**src/hdl/prefix_varint_decoder_assert.svh**
```systemverilog
// Assertion macros for the prefix varint decoder.
// Included by the top level; no other dependencies.
`ifndef PREFIX_VARINT_DECODER_ASSERT_SVH
`define PREFIX_VARINT_DECODER_ASSERT_SVH

`ifndef ASSERT_OFF
`define PVD_ASSERT_IMP(lbl, clk, rst_n, ante, cons, msg) \
    lbl: assert property (@(posedge clk) disable iff (!rst_n) (ante) |-> (cons)) \
        else $error(msg);
`define PVD_ASSERT_NXT(lbl, clk, rst_n, ante, cons, msg) \
    lbl: assert property (@(posedge clk) disable iff (!rst_n) (ante) |=> (cons)) \
        else $error(msg);
`else
`define PVD_ASSERT_IMP(lbl, clk, rst_n, ante, cons, msg)
`define PVD_ASSERT_NXT(lbl, clk, rst_n, ante, cons, msg)
`endif

`endif

```
**src/hdl/pvd_pkg.sv**
```systemverilog
// Package of the prefix varint decoder: request, result and status types,
// lead byte thresholds and field lengths. No dependencies.
`timescale 1ns / 1ps

package pvd_pkg;

    localparam logic [7:0] LEAD_2B = 8'h80;
    localparam logic [7:0] LEAD_4B = 8'hC0;
    localparam logic [7:0] LEAD_5B = 8'hE0;
    localparam logic [7:0] MASK_2B = 8'h3F;
    localparam logic [7:0] MASK_4B = 8'h1F;

    localparam logic [2:0] LEN_IDLE = 3'd0;
    localparam logic [2:0] LEN_1B   = 3'd1;
    localparam logic [2:0] LEN_2B   = 3'd2;
    localparam logic [2:0] LEN_4B   = 3'd4;
    localparam logic [2:0] LEN_5B   = 3'd5;

    typedef struct packed {
        logic [7:0] data_byte;
        logic       buffer_end;
    } pvd_req_t;

    typedef struct packed {
        logic signed [31:0] decoded_value;
        logic [2:0]         field_length;
        logic               truncated;
    } pvd_res_t;

    typedef struct packed {
        logic [2:0] bytes_needed;
        logic [2:0] bytes_seen;
        logic       little_endian_form;
    } pvd_stat_t;

endpackage

```
**src/hdl/pvd_in_if.sv**
```systemverilog
// Byte request channel of the prefix varint decoder.
// Depends on nothing but the handshake signals it declares.
`timescale 1ns / 1ps

interface pvd_in_if;
    logic       valid;
    logic       ready;
    logic [7:0] data_byte;
    logic       buffer_end;

    modport source (output valid, output data_byte, output buffer_end, input ready);
    modport sink   (input valid, input data_byte, input buffer_end, output ready);
endinterface

```
**src/hdl/pvd_out_if.sv**
```systemverilog
// Decoded value channel of the prefix varint decoder.
// Depends on nothing but the handshake signals it declares.
`timescale 1ns / 1ps

interface pvd_out_if;
    logic               valid;
    logic               ready;
    logic signed [31:0] decoded_value;
    logic [2:0]         field_length;
    logic               truncated;

    modport source (output valid, output decoded_value, output field_length,
                    output truncated, input ready);
    modport sink   (input valid, input decoded_value, input field_length,
                    input truncated, output ready);
endinterface

```
**src/hdl/pvd_in_stage.sv**
```systemverilog
// Input register of the prefix varint decoder: holds one byte request.
// Depends on pvd_pkg and pvd_in_if.
`timescale 1ns / 1ps

module pvd_in_stage
(
    input  logic             clk,
    input  logic             rst_n,
    pvd_in_if.sink           byte_stream,
    input  logic             take,
    output logic             req_valid,
    output pvd_pkg::pvd_req_t req
);
    import pvd_pkg::*;

    logic     valid_reg;
    logic     valid_next;
    pvd_req_t req_reg;
    logic     accept;

    assign byte_stream.ready = !valid_reg || take;
    assign accept            = byte_stream.valid && byte_stream.ready;

    always_comb
    begin
        valid_next = valid_reg;
        if (accept)
        begin
            valid_next = 1'b1;
        end
        else if (take)
        begin
            valid_next = 1'b0;
        end
    end

    always_ff @(posedge clk or negedge rst_n)
    begin
        if (!rst_n)
        begin
            valid_reg <= 1'b0;
        end
        else
        begin
            valid_reg <= valid_next;
        end
    end

    always_ff @(posedge clk)
    begin
        if (accept)
        begin
            req_reg.data_byte  <= byte_stream.data_byte;
            req_reg.buffer_end <= byte_stream.buffer_end;
        end
    end

    assign req_valid = valid_reg;
    assign req       = req_reg;
endmodule

```
**src/hdl/pvd_core.sv**
```systemverilog
// Decode core: field state and the shift-or accumulator, one byte a cycle while the result register has space.
// Depends on pvd_pkg.
`timescale 1ns / 1ps

module pvd_core
(
    input  logic               clk,
    input  logic               rst_n,
    input  logic               req_valid,
    input  pvd_pkg::pvd_req_t  req,
    input  logic               out_space,
    output logic               take,
    output logic               res_valid,
    output pvd_pkg::pvd_res_t  res,
    output pvd_pkg::pvd_stat_t stat
);
    import pvd_pkg::*;

    logic [2:0]  needed_reg;
    logic [2:0]  needed_next;
    logic [2:0]  seen_reg;
    logic [2:0]  seen_next;
    logic [31:0] acc_reg;
    logic [31:0] acc_next;
    logic        le_reg;
    logic        le_next;
    logic [2:0]  seen_inc;
    logic [31:0] acc_upd;
    logic [31:0] le_part;
    logic [7:0]  b;

    assign take = req_valid && out_space;
    assign b    = req.data_byte;

    assign seen_inc = seen_reg + 3'd1;

    always_comb
    begin
        le_part = 32'd0;
        case (seen_reg[1:0])
            2'd1:    le_part = {24'd0, b};
            2'd2:    le_part = {16'd0, b, 8'd0};
            2'd3:    le_part = {8'd0, b, 16'd0};
            2'd0:    le_part = {b, 24'd0};
            default: le_part = 32'd0;
        endcase
    end

    assign acc_upd = le_reg ? (acc_reg | le_part) : {acc_reg[23:0], b};

    always_comb
    begin
        needed_next = needed_reg;
        seen_next   = seen_reg;
        acc_next    = acc_reg;
        le_next     = le_reg;
        res_valid   = 1'b0;
        res         = '0;
        if (take)
        begin
            if (needed_reg == LEN_IDLE)
            begin
                if (b < LEAD_2B)
                begin
                    res_valid         = 1'b1;
                    res.decoded_value = {24'd0, b};
                    res.field_length  = LEN_1B;
                end
                else
                begin
                    seen_next = LEN_1B;
                    if (b < LEAD_4B)
                    begin
                        needed_next = LEN_2B;
                        acc_next    = {24'd0, b & MASK_2B};
                        le_next     = 1'b0;
                    end
                    else if (b < LEAD_5B)
                    begin
                        needed_next = LEN_4B;
                        acc_next    = {24'd0, b & MASK_4B};
                        le_next     = 1'b0;
                    end
                    else
                    begin
                        needed_next = LEN_5B;
                        acc_next    = 32'd0;
                        le_next     = 1'b1;
                    end
                    if (req.buffer_end)
                    begin
                        res_valid        = 1'b1;
                        res.field_length = LEN_1B;
                        res.truncated    = 1'b1;
                        needed_next      = LEN_IDLE;
                        seen_next        = LEN_IDLE;
                        acc_next         = 32'd0;
                        le_next          = 1'b0;
                    end
                end
            end
            else
            begin
                acc_next  = acc_upd;
                seen_next = seen_inc;
                if (seen_inc >= needed_reg)
                begin
                    res_valid         = 1'b1;
                    res.decoded_value = acc_upd;
                    res.field_length  = seen_inc;
                end
                else if (req.buffer_end)
                begin
                    res_valid        = 1'b1;
                    res.field_length = seen_inc;
                    res.truncated    = 1'b1;
                end
                if (res_valid)
                begin
                    needed_next = LEN_IDLE;
                    seen_next   = LEN_IDLE;
                    acc_next    = 32'd0;
                    le_next     = 1'b0;
                end
            end
        end
    end

    always_ff @(posedge clk or negedge rst_n)
    begin
        if (!rst_n)
        begin
            needed_reg <= LEN_IDLE;
            seen_reg   <= LEN_IDLE;
            acc_reg    <= 32'd0;
            le_reg     <= 1'b0;
        end
        else
        begin
            needed_reg <= needed_next;
            seen_reg   <= seen_next;
            acc_reg    <= acc_next;
            le_reg     <= le_next;
        end
    end

    assign stat.bytes_needed       = needed_reg;
    assign stat.bytes_seen         = seen_reg;
    assign stat.little_endian_form = le_reg;
endmodule

```
**src/hdl/pvd_out_stage.sv**
```systemverilog
// Result register of the prefix varint decoder: drives the value channel.
// Depends on pvd_pkg and pvd_out_if.
`timescale 1ns / 1ps

module pvd_out_stage
(
    input  logic              clk,
    input  logic              rst_n,
    input  logic              load,
    input  pvd_pkg::pvd_res_t res,
    output logic              space,
    pvd_out_if.source         value_stream
);
    import pvd_pkg::*;

    logic     valid_reg;
    logic     valid_next;
    pvd_res_t res_reg;

    assign space = !valid_reg || value_stream.ready;

    always_comb
    begin
        valid_next = valid_reg;
        if (load)
        begin
            valid_next = 1'b1;
        end
        else if (value_stream.ready)
        begin
            valid_next = 1'b0;
        end
    end

    always_ff @(posedge clk or negedge rst_n)
    begin
        if (!rst_n)
        begin
            valid_reg <= 1'b0;
        end
        else
        begin
            valid_reg <= valid_next;
        end
    end

    always_ff @(posedge clk)
    begin
        if (load)
        begin
            res_reg <= res;
        end
    end

    assign value_stream.valid         = valid_reg;
    assign value_stream.decoded_value = res_reg.decoded_value;
    assign value_stream.field_length  = res_reg.field_length;
    assign value_stream.truncated     = res_reg.truncated;
endmodule

```
**src/hdl/prefix_varint_decoder.sv**
```systemverilog
// Top level of the prefix varint decoder: input register, decode core, result register.
// Depends on pvd_pkg, pvd_in_if, pvd_out_if, the stage modules and the assert header.
//
//  channel        dir   handshake      payload
//  byte_stream    in    valid/ready    data_byte[7:0], buffer_end
//  value_stream   out   valid/ready    decoded_value[31:0], field_length[2:0], truncated
//
// One byte per cycle unless value_stream stalls; a result is presented in the cycle after
// its last byte is taken; the rate is set by the shift-or into the accumulator in pvd_core.
// Reset clears the field state; the decoder then waits for a lead byte.
// A stall on value_stream holds the core and fills the input register, then drops ready.
`timescale 1ns / 1ps
`include "prefix_varint_decoder_assert.svh"

module prefix_varint_decoder
(
    input  logic      clk,
    input  logic      rst_n,
    pvd_in_if.sink    byte_stream,
    pvd_out_if.source value_stream
);
    import pvd_pkg::*;

    logic      req_valid;
    pvd_req_t  req;
    logic      take;
    logic      res_valid;
    pvd_res_t  res;
    pvd_stat_t stat;
    logic      space;

    pvd_in_stage u_in
    (
        .clk         (clk),
        .rst_n       (rst_n),
        .byte_stream (byte_stream),
        .take        (take),
        .req_valid   (req_valid),
        .req         (req)
    );

    pvd_core u_core
    (
        .clk       (clk),
        .rst_n     (rst_n),
        .req_valid (req_valid),
        .req       (req),
        .out_space (space),
        .take      (take),
        .res_valid (res_valid),
        .res       (res),
        .stat      (stat)
    );

    pvd_out_stage u_out
    (
        .clk          (clk),
        .rst_n        (rst_n),
        .load         (res_valid),
        .res          (res),
        .space        (space),
        .value_stream (value_stream)
    );

    `PVD_ASSERT_IMP(a_trunc_zero, clk, rst_n,
        value_stream.valid && value_stream.truncated,
        value_stream.decoded_value == 32'sd0,
        "truncated result carries a nonzero value")
    `PVD_ASSERT_IMP(a_full_len, clk, rst_n,
        value_stream.valid && !value_stream.truncated,
        value_stream.field_length == LEN_1B || value_stream.field_length == LEN_2B ||
        value_stream.field_length == LEN_4B || value_stream.field_length == LEN_5B,
        "complete field has an impossible length")
    `PVD_ASSERT_IMP(a_field_open, clk, rst_n,
        stat.bytes_needed != LEN_IDLE,
        stat.bytes_seen != LEN_IDLE && stat.bytes_seen < stat.bytes_needed,
        "open field byte count out of range")
    `PVD_ASSERT_IMP(a_no_overrun, clk, rst_n,
        value_stream.valid && !value_stream.ready,
        !take,
        "byte consumed while result register is blocked")
    `PVD_ASSERT_NXT(a_res_shown, clk, rst_n,
        res_valid,
        value_stream.valid,
        "result not presented after decode")
endmodule

```
**src/flat_wrapper.sv**
```systemverilog
// flat-port wrapper written by rule: the top's interface ports become plain ports
module prefix_varint_decoder_flat import pvd_pkg::*;
  (clk, rst_n, byte_stream_valid, byte_stream_data_byte, byte_stream_buffer_end, byte_stream_ready, value_stream_valid, value_stream_decoded_value, value_stream_field_length, value_stream_truncated, value_stream_ready);
  pvd_in_if byte_stream_i ();
  pvd_out_if value_stream_i ();
  input  logic clk;
  input  logic rst_n;
  input wire logic [$bits(byte_stream_i.valid)-1:0] byte_stream_valid;
  input wire logic [$bits(byte_stream_i.data_byte)-1:0] byte_stream_data_byte;
  input wire logic [$bits(byte_stream_i.buffer_end)-1:0] byte_stream_buffer_end;
  output wire logic [$bits(byte_stream_i.ready)-1:0] byte_stream_ready;
  output wire logic [$bits(value_stream_i.valid)-1:0] value_stream_valid;
  output wire logic [$bits(value_stream_i.decoded_value)-1:0] value_stream_decoded_value;
  output wire logic [$bits(value_stream_i.field_length)-1:0] value_stream_field_length;
  output wire logic [$bits(value_stream_i.truncated)-1:0] value_stream_truncated;
  input wire logic [$bits(value_stream_i.ready)-1:0] value_stream_ready;
  assign byte_stream_i.valid = byte_stream_valid;
  assign byte_stream_i.data_byte = byte_stream_data_byte;
  assign byte_stream_i.buffer_end = byte_stream_buffer_end;
  assign byte_stream_ready = byte_stream_i.ready;
  assign value_stream_valid = value_stream_i.valid;
  assign value_stream_decoded_value = value_stream_i.decoded_value;
  assign value_stream_field_length = value_stream_i.field_length;
  assign value_stream_truncated = value_stream_i.truncated;
  assign value_stream_i.ready = value_stream_ready;
  prefix_varint_decoder u_core (.clk(clk), .rst_n(rst_n), .byte_stream(byte_stream_i), .value_stream(value_stream_i));
endmodule
```
**config.mk**
```make
export PLATFORM = sky130hd
export DESIGN_NAME = prefix_varint_decoder_flat
export DESIGN_NICKNAME = d
export VERILOG_FILES = /design/src/hdl/pvd_pkg.sv /design/src/hdl/pvd_in_if.sv /design/src/hdl/pvd_out_if.sv /design/src/hdl/pvd_in_stage.sv /design/src/hdl/pvd_core.sv /design/src/hdl/pvd_out_stage.sv /design/src/hdl/prefix_varint_decoder.sv /design/src/flat_wrapper.sv
export VERILOG_INCLUDE_DIRS = /design/src /design/src/hdl
export SDC_FILE = /design/constraint.sdc
export NUM_CORES = 1
export LEC_CHECK = 0
export BUFFER_PORTS_ARGS = -buffer_cell sky130_fd_sc_hd__buf_4
export CORE_MARGIN = 2
export CORE_UTILIZATION = 57
export CTS_CLUSTER_SIZE = 8
export DETAILED_ROUTE_END_ITERATION = 7
export GPL_ROUTABILITY_DRIVEN = 0
export PLACE_DENSITY = 0.78
export SLEW_MARGIN = 20
export SYNTH_ARGS = -nofsm -noshare
export SYNTH_HDL_FRONTEND = slang
export SYNTH_SLANG_ARGS = --single-unit
```
**constraint.sdc**
```tcl
create_clock -name clk -period 4.4 [get_ports clk]
set_clock_uncertainty 0.05 [all_clocks]
set_input_delay 0.88 -clock clk [delete_from_list [all_inputs] [get_ports clk]]
set_output_delay 0.88 -clock clk [all_outputs]
set_load 0.02 [all_outputs]
```
* After elaboration in Yosys (flattened, before gate mapping)
Cells that the tools add are included.
** Word-level totals
- Register bits :: 86
- Input port bits :: 13
- Output and inout bits :: 38
- Word-level logic and storage cells :: 78
** Operators by class
- Add/subtract/negate cells :: 1
- Order comparisons :: 4
- Eq/ne operators :: 4
- Mux-type cells :: 44
- Bitwise gates (word level) :: 1
- Reduce and logical (&&, ||, !) cells :: 13
** Operators with widths (number)
- two-way mux 32 bit :: 6
- one-hot mux 32 bit (4 select lines) :: 1
- two-way mux 36 bit :: 1
- OR 32 bit :: 1
- two-way mux 3 bit :: 10
- < comparator 8 bit (second input constant) :: 3
- two-way mux 1 bit :: 21
- two-way mux 8 bit :: 1
- two-way mux 6 bit :: 1
- nonzero test 2 bit :: 3
- two-way mux 5 bit :: 1
- equality test 2 bit (second input constant) :: 2
- two-way mux 4 bit :: 1
- adder 3 x 1 -> 3 bit (second input constant) :: 1
- >= comparator 3 bit :: 1
- zero test 3 bit :: 1
- AND reduction 3 bit :: 1
- equality test 2 x 1 -> 1 bit (second input constant) :: 1
- logical AND 1 bit :: 2
- zero test 1 bit :: 2
- zero test 2 bit :: 1
- logical OR 1 bit :: 2
- two-way mux 2 bit :: 1
- inequality test 2 bit (second input constant) :: 1
- AND reduction 2 bit :: 1

* Longest topological paths before layout
Gate-level depths: netlist of run 1.
- Depth in word-level cells :: 8
- Gate-level depth with buffers :: 8
- Mapped depth without buffers :: 7

* Cells and area by module
From an unflattened synthesis of run 1, not the netlist that was laid out.
** Second synthesis, totals
- Cell total of the unflattened synthesis :: 339
- Area, all modules :: 3933.8 um2
** By module, submodules not included
- pvd_core :: times used 1, cells an instance 287, area each 2481.1 um2, seq. area each 950.9 um2
- pvd_out_stage :: times used 1, cells an instance 39, area each 1128.6 um2, seq. area each 1106.1 um2
- pvd_in_stage :: times used 1, cells an instance 13, area each 324.1 um2, seq. area each 295.3 um2

* Least setup slack after synthesis of run 1
No wires, ideal clock.
- Path type :: register -> register
- Start point :: register u_core.u_core.seen_reg[0]
- End point :: register u_core.u_out.res_reg, in the netlist u_core.u_out.value_stream.decoded_value[0], enable pin
- Setup time :: 0.391 ns
- Arrival :: 2.605 ns
- Required time :: 3.959 ns
- Setup slack :: 1.355 ns
- Cell stages (with the launch flop) :: 9
- Path buffers :: 1
- Clock period less this slack :: 3.045 ns
- Path through :: dfrtp_1 > ha_1 > xor2_1 > ha_1 > nand2_1 > o211ai_1 > clkbuf_1 > o21ai_0 > inv_1
** On the way
- Cells in the longest elaborated chain, start to end :: 7
** Ends and longest elaborated chain
- from (decl) :: RTL line pvd_core.sv:21 : logic [2:0] seen_reg;
- from (signal assigned) :: RTL line pvd_core.sv:141 : seen_reg <= seen_next;
- adder 3 x 1 -> 3 bit :: RTL line pvd_core.sv:35 : assign seen_inc = seen_reg + 3'd1;
- >= comparator 3 bit :: RTL line pvd_core.sv:106 : if (seen_inc >= needed_reg)
- two-way mux 1 bit :: RTL line pvd_core.sv:106
- two-way mux 1 bit :: RTL line pvd_core.sv:61 : if (needed_reg == LEN_IDLE)
- two-way mux 1 bit :: RTL line pvd_core.sv:59 : if (take)
- two-way mux 1 bit :: RTL line pvd_core.sv:61
- two-way mux 1 bit :: RTL line pvd_core.sv:59
- net u_core.res_valid :: RTL line prefix_varint_decoder.sv:27 : logic res_valid;
- to (signal assigned) :: RTL line pvd_out_stage.sv:51 : res_reg <= res;
- to (decl) :: RTL line pvd_out_stage.sv:18 : pvd_res_t res_reg;
The timed path passes the listed nets, and every way through them passes these cells. The select of a mux whose other input is x is not followed.
A chain may end at the register's enable or synchronous reset.

* Worst setup path after layout of run 1
- Start point :: register u_core.u_core.seen_reg[0]
- End point :: register u_core.u_out.res_reg, in the netlist u_core.u_out.value_stream.decoded_value[20], enable pin
Same word-level chain as after synthesis.

==> flow_metrics.py, run 1 <==
metrics = {
    "sta": {
        "min_period_ns": 3.30,
        "final-hold-violation-count": 0,
        "fmax_mhz": 303,
        "slew_viol_final": 0,
        "setup_viol": 0,
        "timing.final.crit_share_pct": 75.0,
        "worstMarginPinSlew_ns": 0.946,
        "rsz0062_at_grt": "no",
        "setup_tns_ns": 0,
        "slew_headroom_pct": 36.7,
    },
    "route": {
        "wl_mm": 8.36,
        "drt_iter0_drc": 345,
        "remaining_drc_errors": 0,
        "post_drt_wl_per_cell_um": 17.8,
        "drt_first_pass_iters": 5,
        "antenna_left": 0,
        "vias": 2871,
        "vias_per_cell": 6.11,
    },
    "clock_network": {
        "root_buffer": "clkbuf_8",
        "cts.sinks": 85,
        "cts_buffers": 9,
        "htree_levels": 3,
        "clk_pin_slew_ns": 0.08,
        "clock_path_buffers": 2,
        "cts_tree": "built",
        "cts_resized": 0,
        "clock_latency_ns": 0.36,
        "cts_hold_buf": 0,
        "cts_setup_buffers": 0,
    },
    "critical_path": {
        "r2r_start": "u_core.u_core.seen_reg[0]",
        "start_kind": "flop",
        "rr_worst_depth": 8,
        "critPathMaxFanout": 36,
        "crit_type": "reg2reg",
        "timing.reg2reg.setup_slack_ns": 1.10,
        "cp-startpoint": "u_core.u_core.seen_reg[0]",
        "worstPathArrival_ns": 3.26,
        "crit_required_ns": 4.36,
        "endpoint_kind": "flop",
        "r2r-end": "u_core.u_out.value_stream.decoded_value[20]",
    },
    "power": {
        "ir_worst_vdd_v": 0.000386,
        "sw_frac_of_total_pct": 41.0,
        "p_comb_share_pct": 41.6,
        "p_seq_share_pct": 41.0,
        "leakage_nw": 1.83,
        "p_int_mw": 1.84,
        "p_per_area_nw_per_um2": 701,
        "p_clk_share_pct": 17.4,
        "p_switching_mw": 1.27,
    },
    "yosys": {
        "synth_edf_count": 45,
        "synth_area_leader_cell": "edfxtp_1",
        "synth-async-reset-ratio_pct": 47.1,
        "syn_avg_cell_area_um2": 11.3,
        "synth.most_common_cell": "a21oi_1",
        "synthDominantCellAreaShare_pct": 35.0,
        "synthFlopType": "edfxtp_1",
        "synth_warnings": 0,
        "synth_cell_types": 41,
        "synth_cells": 342,
        "synth-seq-area-share_pct": 60.9,
        "synth_area_leaders": "edfxtp_1, dfrtp_1, a21oi_1",
        "ys_ff_latch": 85,
        "syn-num-nets": 362,
        "synth_commonest_cells": "a21oi_1, edfxtp_1, dfrtp_1",
        "synth_area_um2": 3860,
    },
    "floorplanning": {
        "die_x_um": 86.3,
        "placementRows": 30,
        "die_area_um2": 7450,
        "fp.dieH_um": 86.3,
        "coreArea_um2": 6680,
        "start_util_pct": 57.8,
        "ioPinCount": 51,
    },
    "cells_and_area": {
        "final_nets": 405,
        "antenna_cells": 0,
        "final_cells": 470,
        "n_fill_cell": 511,
        "layout-drive-gt1-share_pct": 18.5,
        "syn2layout_area_growth_pct": 14.8,
        "final_cell_area_um2": 4440,
    },
    "global_routing": {
        "grt_pass1_wl_mm": 13.8,
        "grt.total_usage_pct": 24.4,
        "antenna_found_initial": 0,
        "grt_pass1_vias": 2743,
        "grt_start_max_net_pins": 62,
        "grt_remaining_overflow": 0,
    },
    "placement": {
        "hpwl_mm": 5.62,
        "placed_area_um2": 4240,
        "numPortBuffers": 50,
        "dp_cells": 454,
    },
    "flow_run": {
        "maxCapViolations": 0,
    },
    "run_status": {
        "status": "finished clean",
    },
    "hold_path": {
        "hp-class": "in2async",
    },
}
cell type report:
| type | count | area [µm²] | share of cell area, % |
|---|---|---|---|
| Sequential cell | 85 | 2350 | 53.0 |
| Tap cell | 80 | 100 | 2.26 |
| Clock inverter | 6 | 63.8 | 1.44 |
| Timing Repair Buffer | 52 | 390 | 8.80 |
| Multi-Input combinational cell | 230 | 1380 | 31.0 |
| Inverter | 7 | 26.3 | 0.592 |
| Clock buffer | 10 | 128 | 2.88 |
power by group through the flow:
stage	Clock (mW)	Combinational [mW]	Sequential, mW
2_1_floorplan	0	0.748	1.42
3_3_place_gp	0	1.25	1.28
3_5_place_dp	0	1.28	1.28
4_1_cts	0.542	1.29	1.27
5_1_grt	0.578	1.42	1.30
6_report	0.541	1.29	1.28
cell usage in the layout (no fill, tap or decap), types with 4 or more instances in the layout:
cell and instances:
o2bb2ai_1 8, buf_4 52, clkbuf_8 9, nand2_1 26, a22o_1 18, edfxtp_1 45
or3_1 6, inv_1 7, a22oi_1 7, dfrtp_1 40, nand2b_1 4, nor2b_1 5
and2_1 18, a21oi_1 48, nor2_1 33, o21ai_0 20, ha_1 7, a31oi_1 6
metal layers:
metal,up-vias,part of all wire [%],GRT usage (%)
met5,-,0,0
met4,0,2.2,8.24
met3,22,6.3,5.90
met2,130,48,36.9
met1,1378,44,35.2
li1,1341,-,-
through the flow:
step	hold slack (ns)	worst slack [ns]	util [%]	total power, mW
after floorplan	0.401	1.35	-	2.16
after CTS	0.454	1.15	66.4	3.10
after global placement	0.416	1.34	63.5	2.53
final	0.438	1.10	66.4	3.11
after global routing	0.473	0.835	66.4	3.30
after detailed placement	0.421	1.18	63.5	2.57
critical path: stages (launching register included):
cell,delay (ns)
dfrtp_1,0.46
ha_1,0.29
xor2_1,0.17
ha_1,0.31
nand2_1,0.08
o211ai_1,0.76
o21ai_0,0.30
inv_1,0.11
buf_4,0.39
cell families (layout without fill, tap and decap cells):
kind of cell / count (synthesis) / in the layout / synth area share [%]
buffers and inverters: 27 / 75 / 3.53
AO/OA/AOI/OAI: 119 / 119 / 19.9
flip-flops: 85 / 85 / 60.9
XOR/XNOR: 1 / 1 / 0.227
adder cells (fa/ha/maj): 7 / 7 / 2.27
AND/OR/NAND/NOR: 103 / 103 / 13.1
worst max-delay path by stage:
stage	end	cells past startpoint
after global placement	u_core.u_out.value_stream.decoded_value[11]	8
after floorplan	u_core.u_out.value_stream.decoded_value[0]	8
final	u_core.u_out.value_stream.decoded_value[20]	8
after global routing	u_core.u_out.value_stream.decoded_value[9]	8
after detailed placement	u_core.u_out.value_stream.decoded_value[16]	8
after CTS	u_core.u_out.value_stream.decoded_value[6]	8
Note: power is estimated with default switching activity, not from simulation.
==> inputs of run 2 (changes only) <==
- clock period: 4.4 -> 3.1 ns (I/O delays scaled with it)
==> run 2 against run 1 <==
Effect of this change: final area increased by 1.1%; clock power increased by 47%; critical path depth unchanged; worst setup slack got worse by 0.60 ns; highest routed layer unchanged.
==> flow_metrics.py, run 2 (synthesized netlist as in run 1, its figures left out) <==
metrics = {
    "floorplanning": {
        "ioPinCount": 51,
        "coreArea_um2": 6680,
        "die_area_um2": 7450,
        "die_x_um": 86.3,
        "start_util_pct": 57.8,
        "fp.dieH_um": 86.3,
        "placementRows": 30,
    },
    "clock_network": {
        "cts_tree": "built",
        "cts_buffers": 9,
        "clock_latency_ns": 0.35,
        "clock_path_buffers": 2,
        "clk_pin_slew_ns": 0.08,
        "cts_hold_buf": 0,
        "root_buffer": "clkbuf_8",
        "cts.sinks": 85,
        "htree_levels": 3,
        "cts_setup_buffers": 0,
        "cts_resized": 0,
    },
    "power": {
        "leakage_nw": 1.86,
        "ir_worst_vdd_v": 0.000576,
        "p_per_area_nw_per_um2": 1010,
    },
    "global_routing": {
        "grt_pass1_wl_mm": 13.9,
        "grt_start_max_net_pins": 41,
        "grt_pass1_vias": 2746,
        "grt_remaining_overflow": 0,
        "grt.total_usage_pct": 24.5,
        "antenna_found_initial": 0,
    },
    "critical_path": {
        "crit_required_ns": 3.11,
        "endpoint_kind": "flop",
        "worst_path_largest_cell_delay_ns": 0.45,
        "slowest_stage": "dfrtp_1",
        "critPathMaxFanout": 36,
        "path_cells": "ha_1 > xor2_1 > ha_1 > a21oi_1 > o211ai_1 > o21ai_0 > inv_1 > buf_4",
        "crit_top_cell": "ha_1",
        "start_kind": "flop",
        "crit_type": "reg2reg",
        "worstPathArrival_ns": 2.61,
    },
    "sta": {
        "worstMarginPinSlew_ns": 0.852,
        "setup_viol": 0,
        "whs_ns": 0.180,
        "setup_tns_ns": 0,
        "min_period_ns": 2.60,
        "timing.final.crit_share_pct": 83.7,
        "slew_headroom_pct": 42.7,
        "final-hold-violation-count": 0,
        "fmax_mhz": 385,
        "rsz0062_at_grt": "no",
        "slew_viol_final": 0,
    },
    "route": {
        "antenna_left": 0,
        "wl_mm": 8.58,
        "vias_per_cell": 6.21,
        "drt_first_pass_iters": 6,
        "drt_iter0_drc": 411,
        "post_drt_wl_per_cell_um": 18.1,
        "vias": 2950,
        "remaining_drc_errors": 0,
    },
    "cells_and_area": {
        "layout_commonest_cell": "buf_4",
        "layout-drive-gt1-share_pct": 19.7,
        "antenna_cells": 0,
        "final_cell_mix": "buf_4, a21oi_1, edfxtp_1, dfrtp_1, nor2_1",
        "final_nets": 410,
        "syn2layout_area_growth_pct": 16.1,
        "final_cell_area_um2": 4480,
    },
    "run_status": {
        "status": "finished clean",
    },
    "placement": {
        "numPortBuffers": 50,
        "placed_area_um2": 4280,
        "hpwl_mm": 5.79,
    },
    "hold_path": {
        "hp-class": "in2async",
    },
    "flow_run": {
        "maxCapViolations": 0,
    },
}
## run 2: through the flow
stage | total power [mW] | std cells | utilization, % | worst slack, ns
2_1_floorplan | 3.07 | 342 | - | 0.0549
3_3_place_gp | 3.66 | 459 | 64.1 | 0.645
3_5_place_dp | 3.72 | 459 | 64.1 | 0.539
4_1_cts | 4.51 | 475 | 67.1 | 0.519
5_1_grt | 4.79 | 475 | 67.1 | 0.216
6_report | 4.52 | 475 | 67.1 | 0.504
## run 2: critical path: cells and delay by family, from the launching register on
family,cells,cell delay [ns]
XOR/XNOR,1,0.17
buffers and inverters,2,0.34
adder cells (fa/ha/maj),2,0.59
AO/OA/AOI/OAI,3,0.68
flip-flops,1,0.45
## run 2: final cells by class
class	count	area [µm²]
clock buffer	12	155
inverter	7	26.3
sequential	85	2350
tap	80	100
clock inverter	4	47.5
multi-input combinational	230	1380
fill	529	2200
timing repair buffer	57	428
## run 2: final timing paths
path	startpoint	endpoint	slack [ns]	depth (start not counted)
max	u_core.u_core.seen_reg[0]	u_core.u_out.value_stream.decoded_value[14]	0.50	8
min	rst_n	u_core.u_in.req_valid	0.18	1
max reg2reg	u_core.u_core.seen_reg[0]	u_core.u_out.value_stream.decoded_value[14]	0.50	8
min reg2reg	u_core.u_core.acc_reg[29]	u_core.u_core.acc_reg[29]	0.44	2
max in group asynchronous	rst_n	u_core.u_core.acc_reg[29]	2.45	1
min in group clk	byte_stream_data_byte[2]	u_core.u_in.req[3]	0.39	1
## run 2: per-layer routing
metal | global-route usage (%) | wire length [µm] | vias to the layer above
li1 | - | - | 1347
met1 | 35.2 | 3510 | 1408
met2 | 38.0 | 4090 | 181
met3 | 5.33 | 862 | 14
met4 | 7.10 | 121 | 0
met5 | 0 | 0 | -
## run 2: power breakdown
| group | internal (mW) | switching, mW |
|---|---|---|
| logic | 0.679 | 1.23 |
| clock network | 0.414 | 0.382 |
| registers | 1.60 | 0.210 |
| total | 2.69 | 1.83 |
